### src/hw/rtl/rbm_pkg.sv
// ----------------------------------------------------------------------------
// rbm_pkg
// shared constants and types for the reachability bit matrix
// ----------------------------------------------------------------------------
package rbm_pkg;

  localparam int ROWS    = 64;
  localparam int ROW_AW  = $clog2(ROWS);
  localparam int IDX_W   = 6;
  localparam int CNT_W   = 7;
  localparam int OP_W    = 2;

  localparam int IN_DATA_W  = 16;
  localparam int OUT_DATA_W = 8;

  localparam int QDEPTH = 2;
  localparam int QPTR_W = 1;
  localparam int QCNT_W = 2;

  localparam logic [OP_W-1:0] OP_START = 2'd0;
  localparam logic [OP_W-1:0] OP_ADD   = 2'd1;
  localparam logic [OP_W-1:0] OP_QUERY = 2'd2;

  typedef enum logic [1:0] {
    ACT_NONE  = 2'd0,
    ACT_START = 2'd1,
    ACT_ADD   = 2'd2,
    ACT_QUERY = 2'd3
  } action_t;

  typedef struct packed {
    action_t            action;
    logic               err;
    logic [IDX_W-1:0]   row;
    logic [IDX_W-1:0]   other;
    logic               keep;
  } entry_t;

endpackage

### src/hw/rtl/rbm_back.sv
// ----------------------------------------------------------------------------
// rbm_back
// reads rows from the matrix memory, updates them and registers the result
// ----------------------------------------------------------------------------
module rbm_back (
  input  logic                              clk,
  input  logic                              rst,
  input  rbm_pkg::entry_t                   head,
  input  logic                              empty,
  output logic                              pop,
  output logic                              m_tvalid,
  input  logic                              m_tready,
  // connected[0], index_error[1], zero[7:2]
  output logic [rbm_pkg::OUT_DATA_W-1:0]    m_tdata
);

  typedef enum logic [1:0] {
    ST_IDLE = 2'b01,
    ST_EXEC = 2'b10
  } state_t;

  state_t                      state;
  state_t                      state_next;
  rbm_pkg::entry_t             cur;
  logic [rbm_pkg::ROWS-1:0]    mem [rbm_pkg::ROWS];
  logic [rbm_pkg::ROWS-1:0]    row_valid;
  logic [rbm_pkg::ROWS-1:0]    rd_a;
  logic [rbm_pkg::ROWS-1:0]    rd_b;
  logic                        rd_a_ok;
  logic                        rd_b_ok;
  logic [rbm_pkg::ROWS-1:0]    row_a;
  logic [rbm_pkg::ROWS-1:0]    row_b;
  logic [rbm_pkg::ROWS-1:0]    wr_data;
  logic                        wr_en;
  logic                        finish;
  logic                        connected;
  logic                        index_error;
  logic [rbm_pkg::ROW_AW-1:0]  cur_row;
  logic [rbm_pkg::ROW_AW-1:0]  cur_other;

  assign pop    = (state == ST_IDLE) && !empty;
  assign finish = (state == ST_EXEC) && (!m_tvalid || m_tready);

  assign cur_row   = cur.row[rbm_pkg::ROW_AW-1:0];
  assign cur_other = cur.other[rbm_pkg::ROW_AW-1:0];
  assign row_a     = rd_a_ok ? rd_a : '0;
  assign row_b     = rd_b_ok ? rd_b : '0;

  always_comb begin
    wr_en   = 1'b0;
    wr_data = row_b;
    case (cur.action)
      rbm_pkg::ACT_START: begin
        wr_en   = finish;
        wr_data = (cur.keep ? row_b : '0) |
                  (rbm_pkg::ROWS'(1) << cur_row);
      end
      rbm_pkg::ACT_ADD: begin
        wr_en   = finish;
        wr_data = row_b | row_a;
      end
      default: begin
        wr_en   = 1'b0;
      end
    endcase
  end

  assign connected   = (cur.action == rbm_pkg::ACT_QUERY) ? row_b[cur_other] : 1'b0;
  assign index_error = cur.err;

  always_comb begin
    state_next = state;
    case (state)
      ST_IDLE: begin
        if (pop) begin
          state_next = ST_EXEC;
        end
      end
      ST_EXEC: begin
        if (finish) begin
          state_next = ST_IDLE;
        end
      end
      default: begin
        state_next = ST_IDLE;
      end
    endcase
  end

  // row memory: two registered reads, one write
  always_ff @(posedge clk) begin
    if (pop) begin
      rd_a <= mem[head.other[rbm_pkg::ROW_AW-1:0]];
      rd_b <= mem[head.row[rbm_pkg::ROW_AW-1:0]];
      cur  <= head;
    end
    if (wr_en) begin
      mem[cur_row] <= wr_data;
    end
  end

  always_ff @(posedge clk) begin
    if (rst) begin
      state     <= ST_IDLE;
      row_valid <= '0;
      rd_a_ok   <= 1'b0;
      rd_b_ok   <= 1'b0;
      m_tvalid  <= 1'b0;
      m_tdata   <= '0;
    end else begin
      state <= state_next;
      if (pop) begin
        rd_a_ok <= row_valid[head.other[rbm_pkg::ROW_AW-1:0]];
        rd_b_ok <= row_valid[head.row[rbm_pkg::ROW_AW-1:0]];
      end
      if (wr_en) begin
        row_valid[cur_row] <= 1'b1;
      end
      if (finish) begin
        m_tvalid <= 1'b1;
        m_tdata  <= {{(rbm_pkg::OUT_DATA_W-2){1'b0}}, index_error, connected};
      end else if (m_tready) begin
        m_tvalid <= 1'b0;
      end
    end
  end

endmodule

### config.mk
export PLATFORM = sky130hd
export DESIGN_NAME = rbm_back
export DESIGN_NICKNAME = d
export VERILOG_FILES = /design/src/hw/rtl/rbm_pkg.sv /design/src/hw/rtl/rbm_back.sv
export SDC_FILE = /design/constraint.sdc
export NUM_CORES = 2
export LEC_CHECK = 0
export BUFFER_PORTS_ARGS = -buffer_cell sky130_fd_sc_hd__buf_2
export CAP_MARGIN = 5
export CELL_PAD_IN_SITES_DETAIL_PLACEMENT = 0
export CELL_PAD_IN_SITES_GLOBAL_PLACEMENT = 1
export CORE_UTILIZATION = 40
export DETAILED_ROUTE_END_ITERATION = 8
export PLACE_DENSITY = 0.64
export SLEW_MARGIN = 10
export SYNTH_ARGS = -nofsm -noshare
export SYNTH_HDL_FRONTEND = slang
export SYNTH_SLANG_ARGS = --single-unit
export TNS_END_PERCENT = 100
### constraint.sdc
create_clock -name clk -period 24.6 [get_ports clk]
set_input_delay 1.23 -clock clk [delete_from_list [all_inputs] [get_ports clk]]
set_output_delay 1.23 -clock clk [all_outputs]
set_load 0.1 [all_outputs]
==> impl_metrics.csv <==
group,metric,value,unit
clock_network,clock_path_buffers,4,
clock_network,cts_tree,"yes",
setup_path,slowest_stage,"buf_4",
route,drt_wl_total,664000,um
route,dr.pass1.iters,5,
timing,timing.final.crit_period,6910,ps
final_layout,seq_area,0.129,mm2
clock_network,root_buffer,"clkbuf_16",
floorplan,start_util,0.402,
route,wl_per_cell,43.3,um
logic_synthesis,synth_edf_count,4240,
clock_network,cts.repair.resized,0,
global_route,grt_usage,0.269,
min_path,hold_class,"primary input to flop",
clock_network,cts.sink_count,4311,
clock_network,htree_levels,5,
setup_path,worstPathCellList,"buf_12 -> buf_4 -> buf_12 -> buf_4 -> buf_4 -> buf_4 -> buf_4 -> mux4_2 -> mux4_2 -> mux4_2",
clock_network,clk_pin_slew,60,ps
setup_path,start_kind,"primary input",
timing,fmax,0.145,GHz
timing,slew_violations,0,
job,maxCapViolCount,0,
logic_synthesis,synthCells,8304,
timing,rsz0062_at_grt,"no",
floorplan,die_x,702,um
floorplan,core.rowCount,256,
logic_synthesis,yosysWarnings,0,
route,dr.first_iter.drc_count,16007,
global_route,grt_pass1_wl,908000,um
logic_synthesis,synthFlopType,"edfxtp_1",
floorplan,design.portCount,30,
logic_synthesis,syn_area_per_cell,23.6,um2
global_route,antenna_found_initial,27,
route,drt_drc_violations_left,0,
final_layout,multiInputGateArea,0.0658,mm2
timing,setup-tns-final,0,ps
placement,io_buffers,23,
timing,worstMarginPinSlew,1350,ps
setup_path,end_kind,"flop",
global_route,grt_remaining_overflow,0,
final_layout,area_delta_synth_final,12.8,%
placement,gp_congestion,0.817,
global_route,grt_start_max_net_pins,131,
setup_path,critPathTopFamily,"buffers and inverters",
logic_synthesis,async_reset_ff_frac,0,
setup_path,path_class,"primary input to flop",
route,vias,105164,
power,power.leakage,68.2,nW
clock_network,clk_latency,1020,ps
logic_synthesis,ys_seq_elements,4311,
timing,period_share,0.281,
placement,hpwlAfterDp,343000,um
setup_path,cpMostUsedCell,"buf_4",
setup_path,crit_fanout,90,
timing,hold-worst-slack,399,ps
logic_synthesis,synth.distinct_cells,41,
setup_path,cp_num_buf_inv,7,
setup_path,cp.required,25360,ps
final_layout,nets,8518,
clock_network,cts-hold-fix-buffers,0,
outcome,status,"completed",
final_layout,fillers,39787,
logic_synthesis,synth_sequential_area_ratio,0.657,
logic_synthesis,synthesis.area,0.196,mm2
clock_network,cts_made_buffers,465,
floorplan,fp.dieArea,0.493,mm2
route,antenna_left,0,
final_layout,drive_gt1_frac,0.441,
timing,skew,72.6,ps
clock_network,cts_setup_buffers,0,
timing,relSlewSlack,0.0965,
route,vias_per_cell,6.86,
timing,finalSetupViolations,0,
power,ir_worst_vdd,0.0621,mV
setup_path,critPathMaxStageDelay,740,ps
timing,finalHoldViolations,0,
setup_path,rrSetupSlack,18560,ps
floorplan,die_y,702,um
setup_path,arrival,7670,ps
global_route,grt_pass1_vias,107094,
final_layout,final_core_util,0.454,
floorplan,core-area,0.487,mm2
power,power.density,73.1,mW/mm2
==> cells in the final DEF (no fill, tap or decap), types with 6 or more instances in the layout <==
cell,instances
clkinv_8,7
mux2i_1,34
buf_8,8
nor2_1,87
o21ai_4,64
conb_1,6
edfxtp_1,4240
clkinv_1,101
diode_2,14
inv_6,11
clkinvlp_4,15
a22oi_1,70
buf_4,329
a21oi_1,70
buf_2,11
nor2_4,66
clkbuf_8,12
clkbuf_1,88
dfxtp_1,71
clkinv_2,90
nand4_1,8
nand2_1,93
nand3_1,17
buf_12,30
a31oi_1,6
clkbuf_16,473
bufinv_16,40
mux4_2,2720
nor2b_1,14
nand2b_1,11
buf_16,12
==> layout make-up <==
class	instances	share of cell area
clock buffer	572	0.0557
tap	6450	0.0365
clock inverter	274	0.0116
antenna	14	0.000158
timing repair buffer	392	0.0163
multi-input combinational	3320	0.297
inverter	5	0.0000849
sequential	4311	0.582
==> registers in the layout, indices dropped and copies added, names as in the netlist, 3 cells and up <==
| signal | cells |
|---|---|
| row_valid | 64 |
| mem | 4096 |
| rd_a | 64 |
| cur_other | 6 |
| cur_row | 6 |
| rd_b | 64 |
| cur | 3 |
==> logic make-up after synthesis <==
| group | synth area share |
|---|---|
| AO/OA/AOI/OAI | 0.00686 |
| adder cells (fa/ha/maj) | 0.000191 |
| buffers and inverters | 0.0145 |
| flip-flops | 0.657 |
| multiplexers | 0.314 |
| other | 0.0000191 |
| AND/OR/NAND/NOR | 0.00733 |
==> per-stage QoR <==
step	area, um2	total power (W)	instances	worst slack (ps)
after floorplan	196000	0.00902	8309	9210
after global placement	206000	0.00936	14454	16370
after detailed placement	206000	0.00937	14454	16380
after CTS	220000	0.0162	15300	17500
after global routing	221000	0.0166	15327	17090
final	221000	0.0162	15338	17690
==> metal layers <==
layer  share of wire  vias to the layer above  GRT usage
li1                -                    38110          -
met5         0.00017                        -          0
met3            0.11                     1249     0.0611
met1            0.37                    58938      0.370
met2            0.47                     6849      0.421
met4           0.043                       18      0.101
==> where the power goes <==
part           switching (W)  internal (W)  leakage (nW)
Combinational       0.000592      0.000513          20.8
Sequential         0.0000492       0.00807          40.2
Clock                0.00298       0.00396          7.27
==> worst paths after layout <==
kind | endpoint | from | cells past startpoint
hold reg to reg | m_tdata[1] | index_error | 2
setup reg to reg | mem[18][57] | cur[14] | 8
hold / removal | cur[0] | head[0] | 1
setup / recovery | rd_a[48] | head[1] | 10
==> synth_stat cells, drive strengths merged (2+ instances only) <==
library cell | instances | share of area
dfxtp | 71 | 0.0073
mux2 | 3 | 0.00017
nand2b | 11 | 0.00035
and2 | 2 | 0.000064
mux2i | 34 | 0.0017
mux4 | 2720 | 0.31
nand2 | 93 | 0.0018
a22oi | 70 | 0.0027
a31oi | 6 | 0.00019
buf | 278 | 0.0068
o211ai | 2 | 0.000077
a22o | 2 | 0.000089
nor2b | 15 | 0.00048
and3b | 2 | 0.000089
ha | 3 | 0.00019
clkbuf | 395 | 0.0076
a211o | 2 | 0.000089
inv | 5 | 0.000096
nand3b | 5 | 0.00019
and3 | 3 | 0.000096
o21ai | 66 | 0.0017
nor3b | 5 | 0.00019
nand4 | 8 | 0.00026
or3 | 2 | 0.000064
nor3 | 6 | 0.00015
or3b | 2 | 0.000089
nor4 | 2 | 0.000064
nor2 | 154 | 0.0029
o22ai | 4 | 0.00013
a21oi | 70 | 0.0018
edfxtp | 4240 | 0.65
nand3 | 17 | 0.00043
No activity file was read; power rests on OpenSTA's default activity.
