## src/hw/rtl/rbm_pkg.sv

```systemverilog
// ----------------------------------------------------------------------------
// rbm_pkg
// shared constants and types for the reachability bit matrix
// ----------------------------------------------------------------------------
package rbm_pkg;

  localparam int ROWS    = 64;
  localparam int ROW_AW  = $clog2(ROWS);
  localparam int IDX_W   = 6;
  localparam int CNT_W   = 7;
  localparam int OP_W    = 2;

  localparam int IN_DATA_W  = 16;
  localparam int OUT_DATA_W = 8;

  localparam int QDEPTH = 2;
  localparam int QPTR_W = 1;
  localparam int QCNT_W = 2;

  localparam logic [OP_W-1:0] OP_START = 2'd0;
  localparam logic [OP_W-1:0] OP_ADD   = 2'd1;
  localparam logic [OP_W-1:0] OP_QUERY = 2'd2;

  typedef enum logic [1:0] {
    ACT_NONE  = 2'd0,
    ACT_START = 2'd1,
    ACT_ADD   = 2'd2,
    ACT_QUERY = 2'd3
  } action_t;

  typedef struct packed {
    action_t            action;
    logic               err;
    logic [IDX_W-1:0]   row;
    logic [IDX_W-1:0]   other;
    logic               keep;
  } entry_t;

endpackage

```

## src/hw/rtl/rbm_queue.sv

```systemverilog
// ----------------------------------------------------------------------------
// rbm_queue
// short fifo of classified items between front and back
// ----------------------------------------------------------------------------
module rbm_queue (
  input  logic            clk,
  input  logic            rst,
  input  logic            push,
  input  rbm_pkg::entry_t push_entry,
  input  logic            pop,
  output rbm_pkg::entry_t head,
  output logic            empty,
  output logic            full
);

  rbm_pkg::entry_t                 slots [rbm_pkg::QDEPTH];
  logic [rbm_pkg::QPTR_W-1:0]      wr_ptr;
  logic [rbm_pkg::QPTR_W-1:0]      rd_ptr;
  logic [rbm_pkg::QCNT_W-1:0]      count;

  assign empty = (count == '0);
  assign full  = (count == rbm_pkg::QCNT_W'(rbm_pkg::QDEPTH));
  assign head  = slots[rd_ptr];

  always_ff @(posedge clk) begin
    if (push) begin
      slots[wr_ptr] <= push_entry;
    end
  end

  always_ff @(posedge clk) begin
    if (rst) begin
      wr_ptr <= '0;
      rd_ptr <= '0;
      count  <= '0;
    end else begin
      if (push) begin
        wr_ptr <= wr_ptr + 1'b1;
      end
      if (pop) begin
        rd_ptr <= rd_ptr + 1'b1;
      end
      case ({push, pop})
        2'b10:   count <= count + 1'b1;
        2'b01:   count <= count - 1'b1;
        default: count <= count;
      endcase
    end
  end

endmodule

```

## config.mk

```make
export PLATFORM = sky130hd
export DESIGN_NAME = rbm_queue
export DESIGN_NICKNAME = d
export VERILOG_FILES = /design/src/hw/rtl/rbm_pkg.sv /design/src/hw/rtl/rbm_queue.sv
export SDC_FILE = /design/constraint.sdc
export NUM_CORES = 1
export LEC_CHECK = 0
export BUFFER_PORTS_ARGS = -buffer_cell sky130_fd_sc_hd__buf_2
export CAP_MARGIN = 20
export CORE_UTILIZATION = 40
export CTS_CLUSTER_DIAMETER = 60
export DETAILED_ROUTE_END_ITERATION = 7
export GPL_TIMING_DRIVEN = 1
export PLACE_DENSITY = 0.75
export SLEW_MARGIN = 20
export SYNTH_ARGS = -nofsm -noshare
export SYNTH_HDL_FRONTEND = slang
export SYNTH_SLANG_ARGS = --single-unit
export TNS_END_PERCENT = 1
```

## constraint.sdc

```tcl
create_clock -name clk -period 1.3 [get_ports clk]
set_input_delay 0.195 -clock clk [delete_from_list [all_inputs] [get_ports clk]]
set_output_delay 0.195 -clock clk [all_outputs]
set_load 0.005 [all_outputs]
```

==> summary.log, run 1 <==
INFO  status         status=complete, but fails checks
INFO  status         violated_checks=setup timing
INFO  final_layout   syn_to_final_growth=40.2%
INFO  yosys          synth_compound_area_share=0.738%
INFO  drt            drc_markers=0
INFO  timing         final.setup.tns=-2.94ns
INFO  timing         final.setup.worst_slack=-0.200ns
INFO  global_routing global_route_overflow=0
INFO  yosys          synthesis.area_per_instance=18.8um^2
INFO  power_and_ir_drop leakagePower=0.765nW
INFO  timing         final.setup_skew=0.00524ns
INFO  place          placed_cells_incl_taps=155
INFO  flow_run       max_capacitance_violation_total=0
INFO  floorplanning  coreArea=3130um^2
INFO  timing         grt_setup_unrepaired=yes
INFO  final_layout   antennaDiodeCount=0
INFO  worst_setup_path crit_chain=clkbuf_16 > mux2_4 > buf_6
INFO  timing         hold_viol_final=0
INFO  timing         finalCriticalPeriod=1.50ns
INFO  floorplanning  die_h=60.2um
INFO  drt            detailedRoute.firstPassIterationCount=4
INFO  worst_setup_path cp_slowest_stage_delay=0.40ns
INFO  power_and_ir_drop finalPower=2.40mW
INFO  global_routing grt_first_pass_wirelength=3400um
INFO  timing         timing.slew.headroom=88.4%
INFO  worst_setup_path cp.required=1.11ns
INFO  final_layout   share_of_layout_cells_above_drive_strength_1=57.5%
INFO  clocking       clkSlewWorstSetupHoldPaths=0.10ns
INFO  floorplanning  fp.dieArea=3630um^2
INFO  worst_setup_path critical_path_peak_fanout=6
INFO  yosys          netlist_top_cells_area=edfxtp_1 (71%), mux2_2 (13%), dfxtp_1 (7.4%), xnor2_1 (1.9%), nor2_1 (1.7%)
INFO  yosys          cell_area_after_synthesis=1360um^2
INFO  worst_setup_path worstPathArrival=1.31ns
INFO  yosys          synth_sequential_area_ratio=78.2%
INFO  worst_setup_path start_kind=register
INFO  timing         worst_pin_slew=0.172ns
INFO  worst_setup_path cp.buffers_inverters=2
INFO  yosys          synth-warning-count=0
INFO  timing         report.final.setup_viol=16
INFO  floorplanning  die_w=60.2um
INFO  drt            via_per_inst=4.73
INFO  worst_setup_path worst_path_max_delay_cell=dfxtp_4
INFO  power_and_ir_drop pwr_density_cell=1260nW/um^2
INFO  timing         report.final.slew_viol_count=0
INFO  yosys          synth_seq_cells=37
INFO  yosys          synth_largest_type_area_fraction=70.8%
INFO  place          place_congestion=0.610
INFO  final_layout   layout.cells.non_filler=164
INFO  yosys          synth_xor_area_share=2.58%
INFO  yosys          main_combinational_cell_family_by_area_after_synthesis=multiplexers
INFO  worst_hold_path type_of_the_worst_min_delay_path=primary input to register
INFO  final_layout   nets_final=140
INFO  yosys          synth_simple_gate_area_share=3.23%
INFO  floorplanning  design.portCount=38
INFO  global_routing grt_pass1_vias=759
INFO  timing         layout_worst_path_cycle_share=115%
INFO  power_and_ir_drop peakVddDrop=0.000758V
INFO  yosys          netlist-cell-type-count=14
INFO  yosys          yosys_top_cell_by_area=edfxtp_1
INFO  clocking       cts_htree_levels=2
INFO  yosys          syn_nets=93
INFO  clocking       total_number_of_clock_tree_sinks=37
INFO  drt            routed_wirelength=2210um
INFO  timing         max_freq=667MHz
INFO  drt            route.antenna.remaining_nets=0
INFO  place          detailed_place_hpwl=1530um
INFO  drt            drt-wirelength-per-cell=13.5um
INFO  global_routing grt_start_max_net_pins=17
INFO  clocking       ctsLongestPathBuffers=2
INFO  yosys          yosys.area_share.adder=0.923%
INFO  clocking       cts_root_buf=clkbuf_4
INFO  clocking       ctsHoldBuffers=0
INFO  global_routing antenna_violations_before_repair=0
INFO  drt            drt_iter0_drc=3
INFO  clocking       clk-insertion-delay-late=0.33ns
INFO  place          io_buffer_count=37
INFO  worst_setup_path type_of_destination_of_the_critical_path=output port
INFO  worst_setup_path cp_top_family=flip-flops
INFO  drt            num_vias=775
INFO  clocking       tritoncts=built
INFO  global_routing global_route.usage.total=14.1%
INFO  yosys          multiplexer_area_fraction_after_synthesis=13.3%
INFO  floorplanning  fp-row-count=20
INFO  worst_setup_path type_of_the_worst_setup_path=register to output port
INFO  yosys          synth_cells=72
INFO  clocking       number_of_buffers_added_by_the_clock_tree_synthesis_step=5
INFO  floorplanning  initial_cell_density_of_the_core=43.4%
==> registers in the layout (all words and copies together), names as in the netlist, named ones only <==
signal	cells
slots	32
count	2
wr_ptr	1
rd_ptr	1
==> timing repair <==
item / CTS / global route
pin swaps: 0 / 0
resized for setup: 2 / 34
buffers inserted: 0 / 0
hold endpoints to repair: 0 / 0
endpoints found under the setup margin: 17 / 16
cloned: 0 / 1
==> area by class of cell <==
type / instances / area (um^2)
clock buffers: 6 / 41.3
repair buffers: 42 / 382
flip-flops and latches: 37 / 1070
well taps: 44 / 55.1
inverters: 1 / 3.75
multi-input cells: 32 / 344
fillers: 250 / 1230
clock inverters: 2 / 10.0
==> stage by stage <==
step	worst slack (ns)	utilization, %	instance area, um^2	hold slack [ns]
CTS	-0.234	54.7	1710	0.0287
global placement	0.0932	53.0	1660	0.385
finish	-0.200	60.8	1900	0.0482
floorplan	0.0916	-	1360	0.264
detailed placement	0.0309	53.0	1660	0.386
global route	-0.264	60.8	1900	0.0221
==> cells in the final DEF, fill, tap and decap left out, drive strengths merged <==
cell type  instances
edfxtp            32
o21ai              1
clkbuf             7
and2b              1
mux2              16
nor2               6
a21oi              1
inv                1
xor2               1
clkinv             2
ha                 1
or3                1
dfxtp              5
xnor2              3
and2               1
buf               41
==> synth_stat cells <==
library cell and instances:
xor2_1 1, nor2_1 6, o21ai_0 1, xnor2_1 3, inv_1 1, and2_1 1
a21oi_1 1, or3_1 1, buf_2 2, mux2_2 16, and2b_2 1, edfxtp_1 32
dfxtp_1 5, ha_1 1
==> cells by family (layout without fill, tap and decap cells) <==
group	Yosys count	count (layout)
mux	16	16
fa+ha+maj	1	1
xor+xnor	4	4
flops	37	37
buf+inv	3	51
compound gates	2	2
simple gates	9	9
==> worst paths after layout <==
| check | start | end | slack, ns | depth (start not counted) |
|---|---|---|---|---|
| hold / removal | push_entry[6] | slots[0][6] | 0.05 | 1 |
| setup / recovery | register | head[7] | -0.20 | 3 |
| setup reg to reg | wr_ptr | slots[1][7] | 0.27 | 2 |
| hold reg to reg | count[1] | count[1] | 0.52 | 2 |
==> routing by layer <==
layer	routed length, um	part of all wire (%)	track usage (%)
met1	925	42	14.9
met2	1120	50	23.4
met3	109	4.9	4.55
met4	63	2.8	9.97
met5	0	0	0
==> worst reg2reg max path, cell delays in order (launching register included) <==
cell	delay [ns]
dfxtp_1	0.39
and2_1	0.19
buf_12	0.16
==> report_power, final <==
| part | internal (mW) | switching, mW | leakage, nW |
|---|---|---|---|
| combinational | 0.284 | 0.154 | 0.391 |
| sequential | 1.38 | 0.0351 | 0.343 |
| clock | 0.206 | 0.342 | 0.0320 |
| total | 1.87 | 0.531 | 0.765 |
Note: power is estimated with default switching activity, not from simulation.
==> run 2, diff against run 1 <==
- PLACE_DENSITY: 0.75 -> 0.64
- clock period: 1.3 -> 1.6 ns (I/O delays scaled with it)
==> summary.log, run 2 (synthesized netlist as in run 1, its figures left out) <==
INFO  global_routing global_route_overflow=0 [unchanged]
INFO  clocking       clk-insertion-delay-late=0.34ns [was 0.33 ns]
INFO  flow_run       max_capacitance_violation_total=0 [unchanged]
INFO  final_layout   syn_to_final_growth=25.4% [was 40.2%]
INFO  floorplanning  die_w=60.2um [unchanged]
INFO  final_layout   nets_final=139 [was 140]
INFO  timing         grt_setup_unrepaired=no [was yes]
INFO  power_and_ir_drop leakagePower=0.657nW [was 0.765 nW]
INFO  worst_setup_path start_kind=register [unchanged]
INFO  drt            via_per_inst=4.71 [was 4.73]
INFO  worst_setup_path reg2reg_from=wr_ptr [unchanged]
INFO  worst_setup_path critical_path_peak_fanout=8 [was 6]
INFO  final_layout   layout.cells.non_filler=163 [was 164]
INFO  worst_setup_path worstPathArrival=1.29ns [was 1.31 ns]
INFO  place          place_congestion=0.606 [was 0.610]
INFO  timing         final.setup_skew=0.00715ns [was 0.00524 ns]
INFO  clocking       total_number_of_clock_tree_sinks=37 [unchanged]
INFO  timing         report.final.setup_viol=0 [was 16]
INFO  clocking       cts_root_buf=clkbuf_4 [unchanged]
INFO  drt            highest_layer=met4 [unchanged]
INFO  floorplanning  fp-row-count=20 [unchanged]
INFO  worst_setup_path type_of_the_worst_setup_path=register to output port [unchanged]
INFO  timing         worst_pin_slew=0.223ns [was 0.172 ns]
INFO  timing         hold_viol_final=0 [unchanged]
INFO  place          io_buffer_count=37 [unchanged]
INFO  drt            drc_markers=0 [unchanged]
INFO  place          placed_cells_incl_taps=155 [unchanged]
INFO  final_layout   mostFrequentLayoutCells=buf_2 (37), edfxtp_1 (32), mux2_2 (16) [was edfxtp_1 (32), buf_2 (21), buf_6 (17)]
INFO  floorplanning  die_h=60.2um [unchanged]
INFO  clocking       ctsLongestPathBuffers=2 [unchanged]
INFO  power_and_ir_drop pwr_density_cell=1170nW/um^2 [was 1260 nW/um^2]
INFO  timing         timing.slew.headroom=85.0% [was 88.4%]
INFO  final_layout   layout.cells.most_common=buf_2 [was edfxtp_1]
INFO  floorplanning  initial_cell_density_of_the_core=43.4% [unchanged]
INFO  drt            detailedRoute.firstPassIterationCount=2 [was 4]
INFO  timing         final.setup.tns=0ns [was -2.94 ns]
INFO  timing         max_freq=656MHz
INFO  worst_setup_path cp.required=1.36ns [was 1.11 ns]
INFO  floorplanning  coreArea=3130um^2 [unchanged]
INFO  global_routing grt_start_max_net_pins=17 [unchanged]
INFO  floorplanning  fp.dieArea=3630um^2 [unchanged]
INFO  timing         report.final.slew_viol_count=0 [unchanged]
INFO  worst_setup_path type_of_destination_of_the_critical_path=output port [unchanged]
INFO  global_routing grt_pass1_vias=706 [was 759]
INFO  drt            route.antenna.remaining_nets=0 [unchanged]
INFO  global_routing antenna_violations_before_repair=0 [unchanged]
INFO  final_layout   share_of_layout_cells_above_drive_strength_1=54.6% [was 57.5%]
INFO  worst_setup_path crit_chain=buf_6 > mux2_2 > buf_2 [was clkbuf_16 > mux2_4 > buf_6]
INFO  clocking       number_of_buffers_added_by_the_clock_tree_synthesis_step=5 [unchanged]
INFO  floorplanning  design.portCount=38 [unchanged]
INFO  drt            detailroute.wirelength.met2=1120um [about the same]
INFO  global_routing global_route.usage.total=13.1% [was 14.1%]
INFO  worst_setup_path cp_slowest_stage_delay=0.35ns [was 0.40 ns]
INFO  timing         layout_worst_path_cycle_share=95.3%
INFO  place          detailed_place_hpwl=1460um [was 1530 um]
INFO  clocking       clkSlewWorstSetupHoldPaths=0.11ns [was 0.10 ns]
INFO  global_routing grt_first_pass_wirelength=3130um [was 3400 um]
INFO  final_layout   largestRegisters=slots (32), count (2) [unchanged]
INFO  drt            drt-wirelength-per-cell=13.1um [was 13.5 um]
INFO  final_layout   largest-register=slots [unchanged]
INFO  worst_setup_path r2r_setup_slack=0.54ns [was 0.27 ns]
INFO  clocking       cts_htree_levels=2 [unchanged]
INFO  worst_hold_path type_of_the_worst_min_delay_path=primary input to register [unchanged]
INFO  clocking       tritoncts=built [unchanged]
INFO  power_and_ir_drop finalPower=1.99mW [was 2.40 mW]
INFO  drt            drt_iter0_drc=8 [was 3]
INFO  power_and_ir_drop peakVddDrop=0.000610V [was 0.000758 V]
INFO  worst_hold_path hold_path_startpoint=push_entry[3] [was push_entry[6]]
INFO  drt            routed_wirelength=2140um [was 2210 um]
INFO  final_layout   largest_reg_flops=32 [unchanged]
INFO  final_layout   antennaDiodeCount=0 [unchanged]
INFO  clocking       ctsHoldBuffers=0 [unchanged]
INFO  status         status=completed [was complete, but fails checks]
INFO  worst_setup_path worst_path_max_delay_cell=dfxtp_2 [was dfxtp_4]
INFO  drt            detail_route.wirelength.met1=842um [was 925 um]
INFO  drt            num_vias=767 [was 775]
INFO  drt            routed-wl-met3=151um [was 109 um]
INFO  timing         finalCriticalPeriod=1.53ns
[run 2: cell types whose count changed in the layout (fill, tap and decap cells not counted), moves of 2 or more]
cell	before	now
buf_2	21	37
mux2_2	0	16
buf_12	3	0
clkinv_2	2	0
buf_6	17	2
mux2_4	16	0
buf_4	0	2
[run 2: power breakdown]
group          switching [mW]  internal [mW]
Sequential             0.0229           1.12
Clock                   0.286          0.325
Combinational           0.104          0.130
[run 2: path summary, 6_finish.rpt]
path / endpoint / depth (start not counted)
setup / recovery: head[11] / 3
hold / removal: slots[0][3] / 1
setup reg to reg: slots[1][9] / 2
hold reg to reg: count[1] / 2
[run 2: layer usage]
metal  vias up  GRT usage, %
met5         -             0
met1       374          13.7
met3         4          7.36
met2        26          20.9
li1        363             -
met4         0          6.98
[run 2: stage by stage]
stage	utilization, %	hold slack (ns)	cell area (um^2)	setup WS, ns
floorplan	-	0.309	1360	0.187
global placement	51.7	0.428	1620	0.348
detailed placement	51.7	0.432	1620	0.311
CTS	54.1	0.0690	1690	0.0114
global route	54.4	0.0617	1700	0.0129
finish	54.4	0.0835	1700	0.0745
[run 2: what timing repair did]
action,4_1_cts,5_1_grt
resized for setup,0,3
buffers inserted,0,0
endpoints found under the setup margin,0,13
[run 2: area by class of cell]
type	count	area, um^2
timing repair buffer	41	223
tap	44	55.1
inverter	1	3.75
multi-input combinational	32	282
sequential	37	1060
clock inverter	2	33.8
clock buffer	6	41.3
fill	260	1430
[run 2: worst max-delay path: cells and delay by family, from the launching register on]
kind	cells	cell delay [ns]
buffers and inverters	2	0.26
flip-flops	1	0.35
multiplexers	1	0.34
