==> config.mk <==
export PLATFORM = sky130hd
export DESIGN_NAME = rbm_front
export DESIGN_NICKNAME = d
export VERILOG_FILES = /design/src/hw/rtl/rbm_pkg.sv /design/src/hw/rtl/rbm_front.sv
export SDC_FILE = /design/constraint.sdc
export NUM_CORES = 1
export LEC_CHECK = 0
export BUFFER_PORTS_ARGS = -buffer_cell sky130_fd_sc_hd__buf_2
export CORE_MARGIN = 2
export CORE_UTILIZATION = 46
export DETAILED_ROUTE_END_ITERATION = 16
export PLACE_DENSITY = 0.83
export SETUP_SLACK_MARGIN = 0.2
export SYNTH_ARGS = -nofsm -noshare
export SYNTH_HDL_FRONTEND = slang
export SYNTH_SLANG_ARGS = --single-unit
==> constraint.sdc <==
create_clock -name clk -period 2.23 [get_ports clk]
set_input_delay 0.3345 -clock clk [delete_from_list [all_inputs] [get_ports clk]]
set_output_delay 0.3345 -clock clk [all_outputs]
set_load 0.005 [all_outputs]
==> src/hw/rtl/rbm_pkg.sv <==
// ----------------------------------------------------------------------------
// rbm_pkg
// shared constants and types for the reachability bit matrix
// ----------------------------------------------------------------------------
package rbm_pkg;

  localparam int ROWS    = 64;
  localparam int ROW_AW  = $clog2(ROWS);
  localparam int IDX_W   = 6;
  localparam int CNT_W   = 7;
  localparam int OP_W    = 2;

  localparam int IN_DATA_W  = 16;
  localparam int OUT_DATA_W = 8;

  localparam int QDEPTH = 2;
  localparam int QPTR_W = 1;
  localparam int QCNT_W = 2;

  localparam logic [OP_W-1:0] OP_START = 2'd0;
  localparam logic [OP_W-1:0] OP_ADD   = 2'd1;
  localparam logic [OP_W-1:0] OP_QUERY = 2'd2;

  typedef enum logic [1:0] {
    ACT_NONE  = 2'd0,
    ACT_START = 2'd1,
    ACT_ADD   = 2'd2,
    ACT_QUERY = 2'd3
  } action_t;

  typedef struct packed {
    action_t            action;
    logic               err;
    logic [IDX_W-1:0]   row;
    logic [IDX_W-1:0]   other;
    logic               keep;
  } entry_t;

endpackage

==> src/hw/rtl/rbm_front.sv <==
// ----------------------------------------------------------------------------
// rbm_front
// accepts input beats, holds op_count, checks indices and classifies items
// ----------------------------------------------------------------------------
module rbm_front (
  input  logic                                clk,
  input  logic                                rst,
  input  logic                                s_tvalid,
  output logic                                s_tready,
  // op[1:0], row_index[7:2], other_index[13:8], keep_row[14], zero[15]
  input  logic [rbm_pkg::IN_DATA_W-1:0]       s_tdata,
  input  logic                                cfg_valid,
  output logic                                cfg_ready,
  input  logic [rbm_pkg::CNT_W-1:0]           cfg_data,
  input  logic                                q_full,
  output logic                                push,
  output rbm_pkg::entry_t                     entry
);

  logic [rbm_pkg::CNT_W-1:0] op_count;
  logic [rbm_pkg::OP_W-1:0]  op;
  logic [rbm_pkg::IDX_W-1:0] row_index;
  logic [rbm_pkg::IDX_W-1:0] other_index;
  logic                      keep_row;
  logic                      row_ok;
  logic                      other_ok;

  assign cfg_ready = 1'b1;

  always_ff @(posedge clk) begin
    if (rst) begin
      op_count <= '0;
    end else if (cfg_valid) begin
      op_count <= cfg_data;
    end
  end

  assign op          = s_tdata[1:0];
  assign row_index   = s_tdata[7:2];
  assign other_index = s_tdata[13:8];
  assign keep_row    = s_tdata[14];

  assign row_ok   = (rbm_pkg::CNT_W'(row_index) < op_count) &&
                    (rbm_pkg::CNT_W'(row_index) < rbm_pkg::CNT_W'(rbm_pkg::ROWS));
  assign other_ok = (rbm_pkg::CNT_W'(other_index) < op_count) &&
                    (rbm_pkg::CNT_W'(other_index) < rbm_pkg::CNT_W'(rbm_pkg::ROWS));

  assign s_tready = !q_full;
  assign push     = s_tvalid && !q_full;

  always_comb begin
    entry.row    = row_index;
    entry.other  = other_index;
    entry.keep   = keep_row;
    entry.err    = 1'b0;
    entry.action = rbm_pkg::ACT_NONE;
    case (op)
      rbm_pkg::OP_START: begin
        if (!row_ok) begin
          entry.err = 1'b1;
        end else begin
          entry.action = rbm_pkg::ACT_START;
        end
      end
      rbm_pkg::OP_ADD: begin
        if (!row_ok || !other_ok) begin
          entry.err = 1'b1;
        end else if (row_index != other_index) begin
          entry.action = rbm_pkg::ACT_ADD;
        end
      end
      rbm_pkg::OP_QUERY: begin
        if (!row_ok || !other_ok) begin
          entry.err = 1'b1;
        end else begin
          entry.action = rbm_pkg::ACT_QUERY;
        end
      end
      default: begin
        entry.action = rbm_pkg::ACT_NONE;
      end
    endcase
  end

endmodule

==> results of run 1 <==
[layer usage]
metal  vias up  share of wire (%)
li1        378                  -
met1       338                 39
met2        29                 54
met3         4                4.9
met4         0                1.8
met5         -                  0
[critical path: cells and delay by family (launching register included)]
family / cells / cell delay, ns
AOI/OAI and AO/OA: 3 / 0.53
DFF: 1 / 0.33
and+or+nand+nor: 1 / 0.24
buffers and inverters: 2 / 0.22
adders and majority gates: 1 / 0.21
[cell type report]
class,count,area [sq um],share of cell area (%)
Multi-Input combinational cell,61,632,56.6
Tap cell,25,31.3,2.80
Sequential cell,7,146,13.1
Inverter,10,40.0,3.59
Clock buffer,4,26.3,2.35
Timing Repair Buffer,46,240,21.5
[timing repair]
action                     4_1_cts  5_1_grt
resized for setup               15        7
buffers inserted                 2        2
setup endpoints to repair        3        3
cloned                           0        0
pin swaps                        7        4
[metrics by stage]
stage,hold slack [ns],cell area [sq um]
4_1_cts,0.317,1070
3_3_place_gp,0.478,950
3_5_place_dp,0.486,950
2_1_floorplan,0.407,818
6_report,0.319,1120
5_1_grt,0.318,1120
[worst min path at each step]
stage | endpoint | startpoint | cells after the start | slack, ns
after detailed placement | op_count[4]$_SDFFE_PP0P_ | op_count[4]$_SDFFE_PP0P_ | 2 | 0.49
after CTS | op_count[2]$_SDFFE_PP0P_ | cfg_data[2] | 3 | 0.32
after floorplan | op_count[0]$_SDFFE_PP0P_ | rst | 1 | 0.41
after global routing | op_count[3]$_SDFFE_PP0P_ | rst | 2 | 0.32
final | op_count[2]$_SDFFE_PP0P_ | cfg_data[2] | 3 | 0.32
after global placement | op_count[1]$_SDFFE_PP0P_ | op_count[1]$_SDFFE_PP0P_ | 2 | 0.48
[power by group]
| group | total [mW] | internal, mW | leakage (nW) | switching, mW |
|---|---|---|---|---|
| combinational | 0.203 | 0.108 | 0.476 | 0.0947 |
| clock | 0.116 | 0.0683 | 0.0150 | 0.0477 |
| sequential | 0.141 | 0.134 | 0.0596 | 0.00731 |
| total | 0.460 | 0.310 | 0.551 | 0.150 |
[cell usage in the layout, fill, tap and decap left out]
cell / synthesis / layout
nor2_1: 10 / 10
and4b_1: 1 / 1
inv_1: 10 / 5
o221ai_2: 1 / 1
a211oi_4: 1 / 1
nor4bb_1: 1 / 1
ha_1: 14 / 8
nand4_1: 1 / 1
o221ai_1: 1 / 1
a21oi_2: 0 / 2
clkbuf_1: 0 / 1
nor4_1: 1 / 1
o22a_1: 1 / 1
nor2b_1: 1 / 1
inv_4: 0 / 1
buf_2: 1 / 42
conb_1: 1 / 1
nand4b_1: 1 / 1
o2bb2ai_2: 0 / 1
mux2i_1: 7 / 7
inv_2: 0 / 4
o21ai_2: 1 / 1
a21oi_1: 3 / 1
nand2b_4: 1 / 1
buf_4: 14 / 4
dfxtp_1: 7 / 2
nand2_1: 1 / 1
xor2_1: 3 / 3
clkbuf_4: 0 / 3
nand2b_1: 1 / 1
a31oi_2: 0 / 1
a21o_1: 3 / 3
dfxtp_2: 0 / 5
o22ai_2: 0 / 1
ha_4: 0 / 6
xnor2_1: 3 / 3
[Yosys cell counts]
cell	instances	area, sq um
buf_4	14	105
ha_1	14	175
inv_1	10	37.5
nor2_1	10	37.5
dfxtp_1	7	140
mux2i_1	7	70.1
a21o_1	3	22.5
a21oi_1	3	15.0
xnor2_1	3	26.3
xor2_1	3	26.3
a211oi_4	1	20.0
a31oi_1	1	6.26
and4b_1	1	10.0
buf_2	1	5.00
conb_1	1	3.75
nand2_1	1	3.75
nand2b_1	1	6.26
nand2b_4	1	13.8
nand4_1	1	6.26
nand4b_1	1	8.76
nor2b_1	1	6.26
nor4_1	1	6.26
nor4bb_1	1	10.0
o21ai_2	1	8.76
o221ai_1	1	8.76
o221ai_2	1	15.0
o22a_1	1	8.76
o22ai_1	1	6.26
o2bb2ai_1	1	8.76
[logic make-up (layout without fill, tap and decap cells)]
group                      count (synthesis)  in the layout  synth area share (%)
xor gates and xnor gates                   6              6                  6.42
other                                      1              1                 0.458
and+or+nand+nor                           19             19                  13.3
adders and majority gates                 14             14                  21.4
muxes                                      7              7                  8.56
AOI/OAI and AO/OA                         14             14                  14.7
DFF                                        7              7                  17.1
buffers and inverters                     25             60                  18.0
==> metrics, run 1 <==
PD cells=around 410 nW/um^2; vias in the first global route=around 700; final WL=around 1.9 mm; Largest Register=op_count; Clk Latency, worst-skew pair=approximately 0.25 ns; slowest stage delay, CP=approximately 0.33 ns; DRC violations left=0; RR Endpoint=op_count[4]$_SDFFE_PP0P_; CP endpoint kind=primary output; clk_skew=0 ns; clock root buffer=clkbuf_4; TritonCTS clock tree=built; Synth Register Bits=7; fin cells=between 150 and 200; Worst setup SP type=flop; Synth Instances=93; antenna-violating nets left=0; max reg flops=7; number of fill cells=146; Hold Fails Final Rpt=0; first-pass GRT wire length=approximately 2.8 mm; status=finished clean; hpwl dp=1.46 mm; Hold-fix buffers, CTS=0; gpl congestion=around 0.76; biggest regs=op_count (7); core area=1710 sq um; Worst EP required=1.90 ns; R2R setup slack=1.50 ns; Max Fclk=~470 MHz; Horiz. Die Dim=46.2 microns; Leak=approximately 0.55 nW; Slew Limit Fails=0; CP max stage cell=dfxtp_2; Ant. Diodes=0; gr busiest metal=met2; # clock sinks=7; Initial Util=between 40% and 50%; met2 usage=between 30% and 40%; Nets=approximately 170; die area=2130 sq um; H-tree level count=1; Rows=15; WP data arrival=1.78 ns; post-synth cell types=29; Setup WS post-layout=between 0.1 and 0.15 ns; critical-path cell list=inv_2, ha_4, a21o_1, a31oi_2, o22a_1, nor4bb_1, buf_2; WL/cell=12.6 microns; initial antenna violation count=0; DRT Pass-1 Iters=4; Setup WS pre-CTS=0.122 ns; crit path max fanout=2; Layout Utilization=about two thirds; GR Util met1=approximately a fifth; final setup fails=0; Via density=between 4 and 5; largest net degree at the start of global routing=8; Overall Power=0.460 mW; Critical Path End=entry[15]; maximum capacitance violations=0; synthesized area=approximately 820 sq um; CTS clk-pin slew, worst paths=about 0.050 ns; CP startpoint=op_count[2]$_SDFFE_PP0P_; Synth Net Count=around 140; DP Cell Count=about 150; Overall Global Routing Usage=a little under a fifth; Avg Inst Size Synth=approximately 9 sq um; Max Buffers Root-to-Sink=2; reg2reg start=op_count[4]$_SDFFE_PP0P_; layout cells sized above 1=57.8%; Setup CP Type=reg -> out; DRT iter0 DRCs=6; RSZ-0062 raised after global routing=true; Peak VDD IR=0.222 mV; area added between synthesis and finish=36.4%; I/O pin cnt=47; Reg2Reg Depth=3; Hold Crit Class=in -> reg; Die Y=46.2 microns; Synth Warn #=0; post-route clock period utilization=94.9%; Num CTS Buffers=3; global routing usage on met3=under 10%; sequential area share after synthesis=approximately 17%; final setup TNS=0 ns; crit path time final=around 2.1 ns; vias=approximately 750; I/O Buffers=42; grt total ovfl=0
Power figures use the tool's default switching activity.
==> run 2, diff against run 1 <==
CORE_UTILIZATION = 39   (was 46)
PLACE_DENSITY = 0.75   (was 0.83)
clock period = 1.9 ns   (was 2.23 ns; I/O delays follow)
==> metrics, run 2 (synthesis gave the netlist of run 1 again) <==
PD cells=479 nW/um^2; hpwl dp=1.44 mm; maximum capacitance violations=0; DRT Pass-1 Iters=3; Rows=16; vias in the first global route=roughly 750; Peak VDD IR=0.438 mV; Worst setup SP type=flop; final hold slack=between 0.2 and 0.3 ns; commonest non-fill, non-tap cells in the layout=42 x buf_2, 10 x nor2_1, 7 x mux2i_1, 7 x ha_4, 7 x ha_1; Max Buffers Root-to-Sink=2; Initial Util=41.7%; TritonCTS clock tree=built; WL/cell=about 12 microns; layout cells sized above 1=about three fifths; core area=a little under 2000 sq um; initial antenna violation count=0; finished layout cell area=1210 sq um; H-tree level count=1; crit path time final=between 2 and 2.5 ns; CP max stage cell=dfxtp_2; Layout Utilization=about three fifths; RSZ-0062 raised after global routing=true; max reg flops=7; Reg2Reg Depth=2; gpl congestion=slightly above 0.8; I/O pin cnt=between 40 and 50; crit path max fanout=2; DR WL met3=between 100 and 150 microns; final WL=roughly 2.0 mm; status=finished with violations; Leak=between 0.5 and 0.6 nW; final setup TNS=-0.423 ns; area added between synthesis and finish=47.9%; antenna-violating nets left=0; failing checks=setup timing; Setup WS pre-CTS=-0.0887 ns; slowest stage delay, CP=0.35 ns; Die Y=about 50 microns; critical-path cell list=inv_4, ha_4, a21o_1, a21oi_4, o221ai_4, nor4bb_4, buf_2; Nets=175; DP Cell Count=152; clock root buffer=clkbuf_4; DR WL met2=1.05 mm; Setup WS post-layout=-0.161 ns; # clock sinks=7; CP top delay family=compound AO/OA/AOI/OAI gates; biggest regs=op_count (7); grt total ovfl=0; Hold Fails Final Rpt=0; largest net degree at the start of global routing=8; Setup CP Type=reg -> out; hold depth=3; Via density=between 4 and 5; number of fill cells=roughly 180; Num CTS Buffers=3; die area=between 2000 and 2500 sq um; I/O Buffers=42; fin cells=159; placed inst area=1000 sq um; most common library cell in the layout ignoring fill and taps=buf_2; Ant. Diodes=0; CTS clk-pin slew, worst paths=0.05 ns; Horiz. Die Dim=around 50 microns; DRC violations left=0; Overall Power=roughly 0.58 mW; clk_skew=0 ns; Worst EP required=between 1.5 and 2 ns; WP data arrival=between 1.5 and 2 ns; Clk Latency, worst-skew pair=about 0.25 ns; Slew Limit Fails=0; first-pass GRT wire length=~3.0 mm; metal1 wirelength=~740 microns; post-route clock period utilization=108%; Max Fclk=485 MHz; total stage count of the critical path=7; vias=~760; Overall Global Routing Usage=about 16%; Largest Register=op_count; CP endpoint kind=primary output; DRT iter0 DRCs=1; final setup fails=3; CP bufs+invs=2; Top Metal Used=met4; Hold Crit Class=in -> reg
[run 2: where the power goes]
group,internal (mW),leakage [nW],switching (mW)
Combinational,0.154,0.519,0.126
Clock,0.0801,0.0150,0.0541
Sequential,0.157,0.0589,0.00882
Total,0.390,0.593,0.189
[run 2: routing by layer]
metal | up-vias | track usage (%)
met3 | 4 | 6.06
met2 | 36 | 30.4
li1 | 382 | -
met5 | - | 0
met1 | 340 | 14.8
met4 | 0 | 6.48
[run 2: layout make-up]
| cell class | instances | area, sq um | area share (%) |
|---|---|---|---|
| clock buffers | 4 | 26.3 | 2.17 |
| inverters | 10 | 40.0 | 3.31 |
| multi-input cells | 61 | 684 | 56.6 |
| flip-flops and latches | 7 | 144 | 11.9 |
| well taps | 27 | 33.8 | 2.79 |
| repair buffers | 50 | 282 | 23.3 |
[run 2: final timing paths]
check,from,to,slack [ns]
max,op_count[4]$_SDFFE_PP0P_,entry[15],-0.16
min,cfg_data[5],op_count[5]$_SDFFE_PP0P_,0.27
max reg2reg,op_count[6]$_SDFFE_PP0P_,op_count[6]$_SDFFE_PP0P_,1.13
min reg2reg,op_count[2]$_SDFFE_PP0P_,op_count[2]$_SDFFE_PP0P_,0.49
[run 2: worst register-to-register path: stages (launching register included)]
cell,delay (ns)
dfxtp_1,0.50
mux2i_1,0.12
nor2_1,0.10
[run 2: what timing repair did]
item | CTS | global route
pin swaps | 8 | 6
setup endpoints to repair | 3 | 3
gates resized for setup | 19 | 8
hold buffers | 0 | 0
setup buffers | 3 | 0
==> run 3, diff against run 2 <==
CORE_UTILIZATION = 43   (was 39)
PLACE_DENSITY = 0.79   (was 0.75)
clock period = 2.1 ns   (was 1.9 ns; I/O delays follow)
==> metrics, run 3 (synthesis gave the netlist of run 1 again) <==
Max Buffers Root-to-Sink=2; Hold Fails Final Rpt=0; Layout Utilization=between 60% and 70%; slowest stage delay, CP=0.34 ns; Worst EP required=roughly 1.8 ns; Slew Limit Fails=0; core area=1760 sq um; Peak VDD IR=about 0.43 mV; DP Cell Count=between 100 and 150; RR Endpoint=op_count[5]$_SDFFE_PP0P_; clk_skew=0 ns; vias in the first global route=636; biggest regs=op_count (7); initial antenna violation count=0; DRC violations left=0; # clock sinks=7; Nets=172; Max Fclk=481 MHz; Hold Crit Class=in -> reg; fin cells=~150; number of fill cells=~180; TritonCTS clock tree=built; first-pass GRT wire length=roughly 2.5 mm; Worst setup SP type=flop; max reg flops=7; Via density=4.84; Num CTS Buffers=3; die area=between 2000 and 2500 sq um; Critical Path End=entry[15]; area of the multi-input gates=~620 sq um; final setup fails=0; Initial Util=46.4%; Leak=about 0.57 nW; commonest non-fill, non-tap cells in the layout=42 x buf_2, 10 x nor2_1, 9 x ha_1, 7 x mux2i_1, 6 x inv_1; I/O pin cnt=47; final WL=about 1.8 mm; final hold slack=0.299 ns; WL/cell=between 10 and 15 microns; antenna-violating nets left=0; final setup TNS=0 ns; PD cells=approximately 440 nW/um^2; CP startpoint=op_count[2]$_SDFFE_PP0P_; Reg2Reg Depth=3; critical-path cell list=inv_2, ha_4, a21o_1, a31oi_4, o22a_1, nor4bb_4, buf_2; layout cells sized above 1=55.0%; H-tree level count=1; CTS clk-pin slew, worst paths=about 0.050 ns; Die Y=~48 microns; Clk Latency, worst-skew pair=approximately 0.25 ns; clock root buffer=clkbuf_4; R2R setup slack=about 1.4 ns; crit path time final=approximately 2.1 ns; CP max stage cell=dfxtp_1; register area=roughly 140 sq um; area added between synthesis and finish=35.8%; DRT iter0 DRCs=2; reg2reg start=op_count[5]$_SDFFE_PP0P_; status=finished clean; maximum capacitance violations=0; DRT Pass-1 Iters=4; grt total ovfl=0; Rows=15; Setup CP Type=reg -> out; vias=about 750; RSZ-0062 raised after global routing=true; Overall Power=~0.49 mW; hpwl dp=between 1 and 1.5 mm; CP endpoint kind=primary output; Horiz. Die Dim=around 48 microns; largest net degree at the start of global routing=8; crit path max fanout=2; I/O Buffers=42; gpl congestion=between 0.6 and 0.7; Ant. Diodes=0; most common library cell in the layout ignoring fill and taps=buf_2; WP data arrival=1.76 ns; Largest Register=op_count; post-route clock period utilization=between 90% and 100%; Overall Global Routing Usage=around 16%
-- run 3: cell types whose count changed in the layout (fill, tap and decap cells not counted), sizes merged --
| cell | previous run | this run |
|---|---|---|
| buf | 50 | 47 |
-- run 3: metal layers --
metal | routed length, microns | GRT usage [%]
met1 | 723 | 15.6
met2 | 958 | 32.7
met3 | 151 | 6.79
met4 | 0 | 3.24
met5 | 0 | 0
-- run 3: repair_timing --
item | 4_1_cts | 5_1_grt
pin swaps | 12 | 10
hold buffers | 0 | 0
buffers inserted | 1 | 4
setup endpoints to repair | 3 | 3
resized for setup | 11 | 8
-- run 3: area by class of cell --
| type | instances | area share, % |
|---|---|---|
| tap | 25 | 2.82 |
| clock buffer | 4 | 2.36 |
| sequential | 7 | 13.0 |
| multi-input combinational | 61 | 56.2 |
| timing repair buffer | 47 | 22.3 |
| inverter | 10 | 3.38 |
-- run 3: worst max-delay path: cells and delay by family, from the launching register on --
kind                       cells  cell delay, ns
AOI/OAI and AO/OA              3            0.54
and+or+nand+nor                1            0.18
adders and majority gates      1            0.23
buffers and inverters          2            0.21
DFF                            1            0.34
-- run 3: where the power goes --
part,internal (mW),switching (mW)
logic,0.115,0.100
clock network,0.0726,0.0507
registers,0.142,0.00674
-- run 3: worst min-delay path by stage --
stage	endpoint	from	cells past startpoint
after detailed placement	op_count[3]$_SDFFE_PP0P_	op_count[3]$_SDFFE_PP0P_	2
after CTS	op_count[2]$_SDFFE_PP0P_	cfg_data[2]	3
after global routing	op_count[4]$_SDFFE_PP0P_	cfg_data[4]	3
final	op_count[6]$_SDFFE_PP0P_	cfg_data[6]	3
after global placement	op_count[1]$_SDFFE_PP0P_	op_count[1]$_SDFFE_PP0P_	2
after floorplan	op_count[0]$_SDFFE_PP0P_	rst	1
-- run 3: per-stage QoR --
step	worst slack [ns]	cell area, sq um
after floorplan	0.342	818
after global placement	0.0598	950
after detailed placement	-0.0360	950
after CTS	0.00292	1050
after global routing	-0.0857	1110
final	0.0212	1110
